**config.mk**
```make
export PLATFORM = sky130hd
export DESIGN_NAME = length_prefixed_bit_receiver
export DESIGN_NICKNAME = d
export VERILOG_FILES = /design/src/hw/rtl/lpbr_pkg.sv /design/src/hw/rtl/lpbr_core.sv /design/src/hw/rtl/lpbr_out_buf.sv /design/src/hw/rtl/length_prefixed_bit_receiver.sv
export SDC_FILE = /design/constraint.sdc
export NUM_CORES = 1
export LEC_CHECK = 0
export BUFFER_PORTS_ARGS = -buffer_cell sky130_fd_sc_hd__buf_2
export CAP_MARGIN = 15
export CORE_UTILIZATION = 60
export CTS_CLUSTER_SIZE = 20
export DETAILED_ROUTE_END_ITERATION = 10
export GPL_ROUTABILITY_DRIVEN = 0
export HOLD_SLACK_MARGIN = 0.08
export PLACE_DENSITY = 0.76
export SLEW_MARGIN = 20
export SYNTH_ARGS = -nofsm -noshare
export SYNTH_HDL_FRONTEND = slang
export SYNTH_SLANG_ARGS = --single-unit
```
**constraint.sdc**
```tcl
create_clock -name clk -period 5.84 [get_ports clk]
set_input_delay 0.876 -clock clk [delete_from_list [all_inputs] [get_ports clk]]
set_output_delay 0.876 -clock clk [all_outputs]
set_load 0.005 [all_outputs]
```
**src/hw/rtl/lpbr_pkg.sv**
```systemverilog
`default_nettype none

package lpbr_pkg;

    // widths of the frame fields
    localparam int LENGTH_BITS = 32;
    localparam int ID_BITS     = 22;
    localparam int BYTE_BITS   = 8;

    localparam int HDR_CNT_W = $clog2(LENGTH_BITS + 1);
    localparam int BIT_POS_W = $clog2(BYTE_BITS);

    localparam logic [HDR_CNT_W-1:0] HDR_CNT_LAST = HDR_CNT_W'(LENGTH_BITS);
    localparam logic [BIT_POS_W-1:0] BIT_POS_TOP  = BIT_POS_W'(BYTE_BITS - 1);

    typedef enum logic [2:0] {
        PH_IDLE   = 3'b001,
        PH_HEADER = 3'b010,
        PH_DATA   = 3'b100
    } phase_t;

    typedef struct packed {
        phase_t                 phase;
        logic [ID_BITS-1:0]     peer_id;
        logic [HDR_CNT_W-1:0]   header_count;
        logic [LENGTH_BITS-1:0] message_length;
        logic [LENGTH_BITS-1:0] bytes_received;
        logic [BIT_POS_W-1:0]   bit_position;
        logic [BYTE_BITS-1:0]   byte_shift;
    } state_t;

    localparam state_t STATE_CLEAR = '{
        phase:          PH_IDLE,
        peer_id:        '0,
        header_count:   '0,
        message_length: '0,
        bytes_received: '0,
        bit_position:   BIT_POS_TOP,
        byte_shift:     '0
    };

    typedef struct packed {
        logic [ID_BITS-1:0]   dest_id;
        logic                 ack_bit;
        logic                 ack_done;
        logic                 byte_valid;
        logic [BYTE_BITS-1:0] data_byte;
        logic                 rejected;
    } result_t;

endpackage

`default_nettype wire

```
**src/hw/rtl/lpbr_core.sv**
```systemverilog
`default_nettype none

module lpbr_core
    import lpbr_pkg::*;
(
    input  wire logic               clk,
    input  wire logic               rst_n,
    input  wire logic               fire,
    input  wire logic [ID_BITS-1:0] sender_id,
    input  wire logic               bit_value,
    output result_t                 res
);

    state_t state_reg;
    state_t state_next;

    logic [LENGTH_BITS-1:0] len_shifted;
    logic [HDR_CNT_W-1:0]   cnt_inc;
    logic [BYTE_BITS-1:0]   shift_new;
    logic [LENGTH_BITS-1:0] bytes_inc;

    assign len_shifted = {state_reg.message_length[LENGTH_BITS-2:0], bit_value};
    assign cnt_inc     = state_reg.header_count + HDR_CNT_W'(1);
    assign shift_new   = {state_reg.byte_shift[BYTE_BITS-2:0], bit_value};
    assign bytes_inc   = state_reg.bytes_received + LENGTH_BITS'(1);

    always_comb
    begin
        state_next     = state_reg;
        res.dest_id    = sender_id;
        res.ack_bit    = 1'b0;
        res.ack_done   = 1'b0;
        res.byte_valid = 1'b0;
        res.data_byte  = '0;
        res.rejected   = 1'b0;

        unique case (state_reg.phase)
            PH_HEADER:
            begin
                if (sender_id != state_reg.peer_id)
                begin
                    state_next   = STATE_CLEAR;
                    res.rejected = 1'b1;
                end
                else
                begin
                    res.ack_bit               = 1'b1;
                    state_next.message_length = len_shifted;
                    state_next.header_count   = cnt_inc;
                    if (cnt_inc >= HDR_CNT_LAST)
                    begin
                        if (len_shifted == '0)
                        begin
                            res.ack_done = 1'b1;
                            state_next   = STATE_CLEAR;
                        end
                        else
                        begin
                            state_next.phase          = PH_DATA;
                            state_next.bytes_received = '0;
                            state_next.bit_position   = BIT_POS_TOP;
                            state_next.byte_shift     = '0;
                        end
                    end
                end
            end
            PH_DATA:
            begin
                if (sender_id != state_reg.peer_id)
                begin
                    state_next   = STATE_CLEAR;
                    res.rejected = 1'b1;
                end
                else
                begin
                    res.ack_bit = 1'b1;
                    if (state_reg.bit_position == '0)
                    begin
                        res.byte_valid            = 1'b1;
                        res.data_byte             = shift_new;
                        state_next.byte_shift     = '0;
                        state_next.bit_position   = BIT_POS_TOP;
                        state_next.bytes_received = bytes_inc;
                        if (bytes_inc == state_reg.message_length)
                        begin
                            res.ack_done = 1'b1;
                            state_next   = STATE_CLEAR;
                        end
                    end
                    else
                    begin
                        state_next.byte_shift   = shift_new;
                        state_next.bit_position = state_reg.bit_position - BIT_POS_W'(1);
                    end
                end
            end
            default:
            begin
                // idle, and any stray phase code behaves as idle
                state_next = STATE_CLEAR;
                if (bit_value)
                begin
                    state_next.phase   = PH_HEADER;
                    state_next.peer_id = sender_id;
                    res.ack_bit        = 1'b1;
                end
                else
                begin
                    res.rejected = 1'b1;
                end
            end
        endcase
    end

    always_ff @(posedge clk or negedge rst_n)
    begin
        if (!rst_n)
        begin
            state_reg <= STATE_CLEAR;
        end
        else if (fire)
        begin
            state_reg <= state_next;
        end
    end

endmodule

`default_nettype wire

```
**src/hw/rtl/lpbr_out_buf.sv**
```systemverilog
`default_nettype none

module lpbr_out_buf
    import lpbr_pkg::*;
(
    input  wire logic    clk,
    input  wire logic    rst_n,
    input  wire logic    push,
    input  wire result_t push_res,
    output logic         can_take,
    output logic         out_valid,
    input  wire logic    out_ready,
    output result_t      out_res
);

    // two-entry queue so the producer keeps going while a result waits
    result_t    entry_reg [2];
    logic [1:0] count_reg;
    logic [1:0] count_next;
    logic       wr_ptr_reg;
    logic       rd_ptr_reg;
    logic       pop;

    assign can_take  = (count_reg != 2'd2);
    assign out_valid = (count_reg != 2'd0);
    assign pop       = out_valid && out_ready;
    assign out_res   = entry_reg[rd_ptr_reg];

    always_comb
    begin
        count_next = count_reg;
        if (push && !pop)
        begin
            count_next = count_reg + 2'd1;
        end
        else if (pop && !push)
        begin
            count_next = count_reg - 2'd1;
        end
    end

    always_ff @(posedge clk or negedge rst_n)
    begin
        if (!rst_n)
        begin
            count_reg  <= 2'd0;
            wr_ptr_reg <= 1'b0;
            rd_ptr_reg <= 1'b0;
        end
        else
        begin
            count_reg <= count_next;
            if (push)
            begin
                wr_ptr_reg <= ~wr_ptr_reg;
            end
            if (pop)
            begin
                rd_ptr_reg <= ~rd_ptr_reg;
            end
        end
    end

    always_ff @(posedge clk)
    begin
        if (push)
        begin
            entry_reg[wr_ptr_reg] <= push_res;
        end
    end

endmodule

`default_nettype wire

```
**src/hw/rtl/length_prefixed_bit_receiver.sv**
```systemverilog
`default_nettype none

// length-prefixed bit receiver
// input channel: item_valid / item_ready with sender_id and bit_value, one bit per item
// output channel: result_valid / result_ready, exactly one result item per input item,
//   carrying dest_id, ack_bit, ack_done, byte_valid, data_byte and rejected
// protocol: a one bit while idle locks onto its sender, then 32 length bits msb first,
//   then that many bytes msb first; a byte comes out on the bit that completes it and
//   ack_done marks the last bit (or the last header bit for a zero length)
// a zero bit while idle, or a bit from another sender while locked, is rejected and
//   the receiver falls back to idle
// path: an accepted item sits in the input register, then the state update writes its
//   result into the result queue, from which it is offered; while the queue is full the
//   item waits in the input register
// throughput: one item per cycle while item_ready is high, as each processed item updates
//   the counters and the byte shift register
// stall: a two-entry result queue lets item_ready stay high while one result waits;
//   item_ready drops only when the queue is full and the input register is occupied
// reset: idle, unlocked, input register and result queue empty
module length_prefixed_bit_receiver
    import lpbr_pkg::*;
(
    input  wire logic                 clk,
    input  wire logic                 rst_n,
    input  wire logic                 item_valid,
    output logic                      item_ready,
    input  wire logic [ID_BITS-1:0]   sender_id,
    input  wire logic                 bit_value,
    output logic                      result_valid,
    input  wire logic                 result_ready,
    output logic [ID_BITS-1:0]        dest_id,
    output logic                      ack_bit,
    output logic                      ack_done,
    output logic                      byte_valid,
    output logic [BYTE_BITS-1:0]      data_byte,
    output logic                      rejected
);

    // input register
    logic               stage_valid_reg;
    logic [ID_BITS-1:0] stage_id_reg;
    logic               stage_bit_reg;

    logic    advance;
    logic    can_take;
    result_t core_res;
    result_t out_res;

    // the staged item is processed as soon as the result queue has room
    assign advance    = stage_valid_reg && can_take;
    assign item_ready = !stage_valid_reg || can_take;

    always_ff @(posedge clk or negedge rst_n)
    begin
        if (!rst_n)
        begin
            stage_valid_reg <= 1'b0;
        end
        else if (item_ready)
        begin
            stage_valid_reg <= item_valid;
        end
    end

    always_ff @(posedge clk)
    begin
        if (item_ready && item_valid)
        begin
            stage_id_reg  <= sender_id;
            stage_bit_reg <= bit_value;
        end
    end

    // protocol state and per-bit result
    lpbr_core u_core (
        .clk       (clk),
        .rst_n     (rst_n),
        .fire      (advance),
        .sender_id (stage_id_reg),
        .bit_value (stage_bit_reg),
        .res       (core_res)
    );

    // result queue toward the receiver side
    lpbr_out_buf u_out_buf (
        .clk       (clk),
        .rst_n     (rst_n),
        .push      (advance),
        .push_res  (core_res),
        .can_take  (can_take),
        .out_valid (result_valid),
        .out_ready (result_ready),
        .out_res   (out_res)
    );

    assign dest_id    = out_res.dest_id;
    assign ack_bit    = out_res.ack_bit;
    assign ack_done   = out_res.ack_done;
    assign byte_valid = out_res.byte_valid;
    assign data_byte  = out_res.data_byte;
    assign rejected   = out_res.rejected;

    // a result is either acknowledged or rejected, never both
    a_ack_xor_reject: assert property (@(posedge clk) disable iff (!rst_n)
        advance |-> (core_res.ack_bit != core_res.rejected))
        else $error("result both acknowledged and rejected, or neither");

    // done only comes with an acknowledged bit
    a_done_has_ack: assert property (@(posedge clk) disable iff (!rst_n)
        advance && core_res.ack_done |-> core_res.ack_bit)
        else $error("done without bit acknowledgment");

    // data byte is zero unless a byte completed
    a_byte_zero: assert property (@(posedge clk) disable iff (!rst_n)
        advance && !core_res.byte_valid |-> core_res.data_byte == '0)
        else $error("data byte set without byte_valid");

    // a staged item that cannot advance stays staged
    a_stage_holds: assert property (@(posedge clk) disable iff (!rst_n)
        stage_valid_reg && !can_take |=> stage_valid_reg && $stable(stage_id_reg)
            && $stable(stage_bit_reg))
        else $error("staged item lost while result queue full");

endmodule

`default_nettype wire

```
# Word-level counts from Yosys, hierarchy flattened
# Memory sizes are Yosys's and may differ from the RTL's.
# Index checks and enable logic that the tools add are counted.
# word_totals
n_memories,1
output_inout_bits,36
wordCells,77
mem_bits_rw,68
register_bits,133
in_bits,27
# memory_table
memory,words,word_bits,read_ports,rd_clocked_by_memory_dff,wr,line_no,source
u_out_buf.entry_reg,2,34,1,0,1,lpbr_out_buf.sv:17,result_t entry_reg [2];
# classes
magnitude_cmp,1
n_eq_ne,9
n_reduce_logical,19
addsub,5
bitwise,2
muxes,27
# op_table
op,count
$mux 106,4
$pmux 106 s2,1
$mux 95,1
$mux 60,1
$add 32x1->32 const B,1
$eq 32x32->1,1
$logic_not 32->1,1
$mux 24,1
$mux 11,2
$ne 22x22->1,1
$ne 3x1->1 const B,4
$mux 10,1
$mux 1,9
$mux 9,1
$add 6x1->6 const B,1
$ge 6x6->1 const B,1
$mux 2,3
$reduce_and 3->1,2
$logic_and 1x1->1,5
$reduce_and 5->1,1
$pmux 1 s2,2
$reduce_and 4->1,1
$reduce_bool 2->1,2
$eq 3x2->1 const B,1
other kinds (12),15

# Longest topological paths before layout
# Gate-level depths: netlist of run 1.
# logic_depth
word_depth,6
ltp_mapped,13
depth_no_buf,10

# Cells and area by module
# A second synthesis of run 1 with hierarchy kept.
# unflattened
hier_cells,1014
hier_area_um2,10741.6
# modules_own_cells
mod,area_each_um2,cells_each,seq_area_each_um2,instances
lpbr_core,7196.9,864,2632.5,1
lpbr_out_buf,2793.9,122,2142.1,1
length_prefixed_bit_receiver,750.7,28,715.7,1

# Least setup slack after synthesis of run 1
# OpenSTA, ideal clock, no wires.
# synth_path
kind,flip-flop to flip-flop
startpoint,register u_core.state_reg[11] (netlist bit)
endpoint,register u_core.state_reg[75] (netlist bit)
required_time_ps,5712
setup_slack_ps,2387
setup_ps,128
path_stages_with_launch,12
arrival_time_ps,3325
synth_period_minus_slack_ps,3453
cell_sequence,dfrtp_1 > ha_1 > nand3_2 > nor4_1 > clkbuf_1 > and4_1 > xnor2_1 > nand4_1 > nor4_2 > a31oi_4 > nor2_4 > mux2_1
# synth_via
elab_chain_cells,4
# synth_rtl
item,line_no,source
"start, declared",lpbr_core.sv:14,state_t state_reg;
"start signal, assigned",lpbr_core.sv:123,state_reg <= state_next;
$add 32x1->32,lpbr_core.sv:25,assign bytes_inc = state_reg.bytes_received + LENGTH_BITS'(1);
$eq 32x32->1,lpbr_core.sv:84,if (bytes_inc == state_reg.message_length)
$ne 3x1->1 (no line),-,
$reduce_and 3->1 (no line),-,
# Every way passes these cells.
# A chain may end at the register's enable or synchronous reset.

# Final worst setup path of run 1
# layout_path
startpoint,register u_core.state_reg[14] (netlist bit)
endpoint,register u_core.state_reg[75] (netlist bit)
# Same word-level chain as after synthesis.

==> summary.md, run 1 <==
| Metric | Value |
|---|---|
| Maximum Capacitance Violations | 0 |
| Endpoints failing setup | 0 |
| Wire per inst | 19.2 µm |
| Max_slew headroom | 0.310 |
| Core Region | approximately 17,000 µm² |
| CTS sink count | 201 |
| Via density | a little over 6 |
| Distinct cells, synth | 67 |
| Max Clock Freq | 221 MHz |
| Routed wire length | 23.4 mm |
| H-tree Lvls | 1 |
| Design Area, Final | between 10,000 and 15,000 µm² |
| CTS tree | done |
| Leakage power | ~4.7 nW |
| Initial core utilization | 0.616 |
| Largest fanout on the critical path | 36 |
| Complex-gate fraction of the synthesized area | 0.118 |
| Mapped Area | 10,200 µm² |
| Area leader, netlist | edfxtp_1 |
| Critical path type | flop to flop |
| N_diodes | 0 |
| Top-count cell post-synth | nand2_1 |
| Area grow syn2layout | 10.8% |
| Die area | 17,500 µm² |
| Post-DP HPWL | around 15 mm |
| Final hold vios | 0 |
| Clock latency on the worst-skew pair | 0.50 ns |
| Top cells by area, synth | edfxtp_1 27%, dfrtp_1 26%, mux2_2 4.2% |
| PostCTS Resize Cnt | 0 |
| Post-synthesis adder-cell area fraction | 0.00613 |
| Mean area per synthesized cell | between 10 and 15 µm² |
| Setup Buffers After CTS | 0 |
| Std-Cell Rows | 47 |
| Crit. End Element | flop |
| Drt pass-1 iters | 5 |
| Minimum clock period | ~4.5 ns |
| Top cells by count, synth | 112 x nand2_1, 106 x dfrtp_1, 91 x edfxtp_1 |
| YS warnings | 0 |
| Synth Area in Simple Gates | 0.167 |
| Max Slew Vio Count | 0 |
| Mapped Nets | 983 |
| Slew at the pin with the worst max-slew slack | 1.03 ns |
| Seq/Total Area, Yosys | 0.538 |
| Initial antenna violation count | 0 |
| Clock-pin slew on the worst setup and hold paths | 0.06 ns |
| Clock buffer depth | 3 |
| Reg2reg end | u_core.state_reg[75] |
| Gate count after technology mapping | 951 |
| Post-CTS Hold Fix Bufs | 0 |
| Setup TNS | 0 ns |
| CP cell instances | nand4_1 > or4_1 > nor3_1 > a31o_2 > nand4_1 > nor4_2 > a31oi_4 > nor2_4 > mux2_1 |
| Vias | 7,442 |
| Most used flip-flop cell after synthesis | dfrtp_1 |
| Cts bufs inserted | 22 |
| Global route total overflow | 0 |
| Placed insts | 1,181 |
| Worst hold path class | input port to async pin |
| Vias in the first global route | between 7,000 and 8,000 |
| RSZ-0062 raised after global routing | false |
| Largest family of logic cells by synthesized area | simple AND/OR/NAND/NOR gates |
| Clock Skew | 0.00915 ns |
| Status | completed |
| First-pass GRT wire length | 37.7 mm |
| CP Data Arrival Time | 4.91 ns |
| Top-area cell type share of the netlist area | 0.268 |
| CP Launch Point | u_core.state_reg[14] |
| Worst Path Required | 6.22 ns |
| # nets final | 1,017 |
| Non-filler cells, final | 1,221 |
| EDFF count, synth | a little over 90 |
| Post-Synth XOR/XNOR Area | 0.0566 |
| Seq cells post-synth | 201 |
| CP max stage cell | or4_1 |
| DRT antenna net count | 0 |
| Worst R2R Start | u_core.state_reg[14] |
| DRC Markers | 0 |
| CP dominant cell by count | nand4_1 |
| Mux contribution to synthesized area | 0.0745 |
| Maximum VDD drop | 0.000222 V |
| Top Ports | 63 |
| Worst Setup EP | u_core.state_reg[75] |
| Flop-to-flop setup slack | 1.31 ns |
| GRT Overall Usage | 0.273 |
| Fin crit share | 0.775 |
| Power Density | 382 nW/µm² |
| Die Y | 132 µm |
| PortBufs | between 60 and 70 |
| Crit-path max cell delay | 0.82 ns |
| Die W | 132 µm |
| Largest net degree at the start of global routing | 64 |
| First DRT Iteration DRCs | slightly above 700 |
| Post-place instance area | about 11,000 µm² |
| Root Driver | clkbuf_16 |
| Fraction of layout cells with a size suffix above 1 | 0.171 |
| Number of flip-flops in the largest register | 68 |
| Reg2reg path depth | 9 |
| Share of flip-flops with an asynchronous set or reset | 0.547 |
| CP Launch Type | flop |
## per-layer routing
| metal | vias to the layer above | wire, µm | global-route usage |
|---|---|---|---|
| met3 | 44 | 1770 | 0.0406 |
| li1 | 3511 | - | - |
| met1 | 3578 | 9900 | 0.376 |
| met2 | 309 | 11200 | 0.453 |
| met4 | 0 | 558 | 0.0792 |
| met5 | - | 0 | 0 |
## power by group
group | leakage [nW] | internal, W | switching (W) | total [W]
registers | 2.35 | 0.00181 | 0.000142 | 0.00195
logic | 2.01 | 0.000432 | 0.000612 | 0.00104
clock network | 0.339 | 0.000766 | 0.000559 | 0.00132
total | 4.70 | 0.00301 | 0.00131 | 0.00432
## how the worst min path moves through the flow
stage | startpoint | end | slack [ns] | depth (start not counted)
after floorplan | u_core.shift_new[7] | u_core.shift_new[7] | 0.44 | 2
after global placement | u_core.shift_new[7] | u_core.shift_new[7] | 0.46 | 2
after detailed placement | u_core.shift_new[7] | u_core.shift_new[7] | 0.47 | 2
after CTS | rst_n | u_core.state_reg[37] | 0.47 | 1
after global routing | rst_n | u_core.state_reg[37] | 0.52 | 1
final | rst_n | u_core.state_reg[38] | 0.46 | 1
## cells by family (layout without fill, tap and decap cells)
family,after synthesis,count (layout)
xor gates and xnor gates,66,66
DFF,201,201
adders and majority gates,5,5
AOI/OAI and AO/OA,181,181
and+or+nand+nor,326,326
muxes,71,71
buffers and inverters,101,151
## stage by stage
stage	hold slack, ns	setup WS (ns)	utilization	power, W
2_1_floorplan	0.442	2.39	-	0.00266
3_3_place_gp	0.460	1.53	0.641	0.00296
3_5_place_dp	0.474	1.40	0.641	0.00301
4_1_cts	0.470	1.38	0.682	0.00436
5_1_grt	0.517	1.00	0.682	0.00453
6_report	0.464	1.31	0.682	0.00432
## worst max-delay path: cells and delay by family, from the launching register on
kind	cells	cell delay (ns)
DFF	1	0.50
muxes	1	0.37
AOI/OAI and AO/OA	2	0.67
and+or+nand+nor	6	2.86
## final cells by class
class	count	area, µm²
well taps	220	275
multi-input cells	649	4320
clock inverters	11	91.3
repair buffers	73	395
clock buffers	29	597
inverters	38	143
fillers	1219	5270
flip-flops and latches	201	5490
## cell usage in the layout (no fill, tap or decap), types with 13 or more instances in the layout
cell and count:
nand2_1 111, dfrtp_1 106, edfxtp_1 91, buf_2 61, o21ai_0 59, inv_1 38
mux2_2 38, xor2_1 37, nor2_1 34, mux2i_1 31, o31ai_1 31, xnor2_1 29
nand4_1 25, nor3_1 25, nor4_1 24, a21oi_1 23, clkbuf_16 22, nand3_1 16
a21o_1 14, a22o_1 14, nor2b_1 13
Note: power is estimated with default switching activity, not from simulation.
==> run 2, diff against run 1 <==
--- a/config.mk
+++ b/config.mk
@@ -7,12 +7,12 @@
 export LEC_CHECK = 0
 export BUFFER_PORTS_ARGS = -buffer_cell sky130_fd_sc_hd__buf_2
 export CAP_MARGIN = 15
-export CORE_UTILIZATION = 60
+export CORE_UTILIZATION = 55
 export CTS_CLUSTER_SIZE = 20
 export DETAILED_ROUTE_END_ITERATION = 10
 export GPL_ROUTABILITY_DRIVEN = 0
 export HOLD_SLACK_MARGIN = 0.08
-export PLACE_DENSITY = 0.76
+export PLACE_DENSITY = 0.73
 export SLEW_MARGIN = 20
 export SYNTH_ARGS = -nofsm -noshare
 export SYNTH_HDL_FRONTEND = slang
==> constraint.sdc (replaced) <==
create_clock -name clk -period 4.1 [get_ports clk]
set_input_delay 0.615 -clock clk [delete_from_list [all_inputs] [get_ports clk]]
set_output_delay 0.615 -clock clk [all_outputs]
set_load 0.005 [all_outputs]
==> summary.md, run 2 (synthesis results as in run 1) <==
| Metric | Value |
|---|---|
| Status | finished, violations left |
| Failing checks | design-rule violations |
| Area grow syn2layout | 13.7% |
| Root Driver | clkbuf_16 |
| Met2 WL | 11.1 mm (-0.59%) |
| Clock Skew | 0.00901 ns (-0.000143 ns) |
| Worst Path Required | 4.47 ns (-1.75 ns) |
| Commonest non-fill, non-tap cell in the layout | nand2_1 |
| Number of flip-flops in the largest register | 68 (unchanged) |
| Max Slew Vio Count | 0 (unchanged) |
| Vias in the first global route | 7,204 (+0.47%) |
| Clock buffer depth | 3 (unchanged) |
| Top Metal Used | met4 |
| Power Density | 538 nW/µm² (+41%) |
| Worst hold path class | input port to async pin |
| Hold_ws | 0.152 ns (-0.311 ns) |
| Endpoints failing setup | 0 (unchanged) |
| Met1 Routed Length | 10.4 mm (+4.7%) |
| Final Worst Setup Slack | 0.261 ns (-1.05 ns) |
| Place WS | 0.221 ns (-1.18 ns) |
| Post-DP HPWL | 16.1 mm (+5.9%) |
| Top Ports | 63 (unchanged) |
| Largest net degree at the start of global routing | 63 (-1.6%) |
| Die Y | 138 µm (+4.4%) |
| Slew at the pin with the worst max-slew slack | 1.03 ns (-0.00167 ns) |
| Max_slew headroom | 0.311 (+0.00112) |
| # nets final | 1,048 (+3.0%) |
| Clock latency on the worst-skew pair | 0.51 ns (about the same) |
| Final hold vios | 0 (unchanged) |
| Post-CTS Hold Fix Bufs | 0 (unchanged) |
| CTS tree | done |
| Clock-pin slew on the worst setup and hold paths | 0.06 ns (about the same) |
| First-pass GRT wire length | 37.9 mm (+0.62%) |
| Max Clock Freq | 260 MHz (+18%) |
| Largest fanout on the critical path | 52 (+44%) |
| Core Region | 18,100 µm² (+9.1%) |
| RSZ-0062 raised after global routing | false |
| Critical path type | flop to flop |
| CP Launch Type | flop |
| N_diodes | 0 (unchanged) |
| Via density | 6.00 (-1.6%) |
| Fin crit share | 0.936 (+0.161) |
| Initial core utilization | 0.565 (-0.0512) |
| Routed wire length | 23.5 mm (+0.43%) |
| Vias | 7,562 (+1.6%) |
| Drt pass-1 iters | 8 (+3) |
| PortBufs | 62 (unchanged) |
| CTS sink count | 201 (unchanged) |
| Minimum clock period | 3.84 ns (-0.688 ns) |
| First DRT Iteration DRCs | 499 (-30%) |
| Setup TNS | 0 ns (unchanged) |
| Die area | 19,100 µm² (+8.9%) |
| Std-Cell Rows | 49 (+4.3%) |
| Fill count | 1,430 (+17%) |
| Crit. End Element | flop |
| Metal3 WL | 1.28 mm (-28%) |
| Wire per inst | 18.6 µm (-2.8%) |
| Maximum Capacitance Violations | 0 (unchanged) |
| Cts bufs inserted | 22 (unchanged) |
| Leakage power | 4.88 nW (+3.8%) |
| CP Data Arrival Time | 4.21 ns (-0.70 ns) |
| Global route total overflow | 0 (unchanged) |
| DRT antenna net count | 0 (unchanged) |
| Die W | 138 µm (+4.4%) |
| Fraction of layout cells with a size suffix above 1 | 0.200 (+0.0288) |
| Maximum VDD drop | 0.000372 V (+68%) |
| Most frequent cells in the layout | 111 x nand2_1, 106 x dfrtp_1, 91 x edfxtp_1 |
| Initial antenna violation count | 0 (unchanged) |
| Flop-to-flop setup slack | 0.26 ns (-1.05 ns) |
| H-tree Lvls | 1 (unchanged) |
| DRC Markers | 10 (+10) |
| GRT Overall Usage | 0.249 (-0.0245) |
## run 2: metal layers
metal,track usage,up-vias
li1,-,3577
met1,0.336,3694
met2,0.412,236
met3,0.0367,55
met4,0.0893,0
met5,0,-
## run 2: power breakdown
part           internal [W]  switching, W
logic              0.000631      0.000862
registers           0.00258      0.000198
clock network       0.00118      0.000799
## run 2: final timing paths
path,from,end,depth (start not counted)
worst min-delay path,rst_n,u_core.len_shifted[22],1
max in group asynchronous,rst_n,u_core.state_reg[22],2
worst max register to register,u_core.state_reg[11],u_core.len_shifted[1],12
worst max-delay path,u_core.state_reg[11],u_core.len_shifted[1],12
min in group clk,sender_id[6],stage_id_reg[6],1
worst min register to register,u_core.shift_new[7],u_core.shift_new[7],2
## run 2: cell type report
class                      instances  area [µm²]  area share
clock buffer                      26         566      0.0487
clock inverter                    14         156      0.0135
inverter                          38         143      0.0123
multi-input combinational        649        4330       0.373
sequential                       201        5490       0.473
tap                              229         287      0.0247
timing repair buffer             104         632      0.0544
## run 2: worst max-delay path, stage by stage, from the launching register on
cell	delay (ns)
dfrtp_1	0.46
ha_1	0.32
nand3_2	0.21
or4_1	0.63
mux2i_1	0.22
o2111ai_1	0.16
or4_4	0.56
nor3_4	0.20
buf_4	0.19
a31oi_4	0.16
buf_6	0.29
o21ai_0	0.21
o31ai_1	0.11
## run 2: what timing repair did
item,CTS,global route
buffers inserted,0,0
resized for setup,0,3
endpoints found under the setup margin,0,40
## run 2: per-stage QoR
step / utilization / cells / power, W / instance area [µm²]
5_1_grt: 0.642 / 1261 / 0.00656 / 11600
4_1_cts: 0.641 / 1261 / 0.00631 / 11600
2_1_floorplan: - / 951 / 0.00378 / 10200
3_5_place_dp: 0.601 / 1221 / 0.00432 / 10900
6_report: 0.642 / 1261 / 0.00625 / 11600
3_3_place_gp: 0.601 / 1221 / 0.00426 / 10900
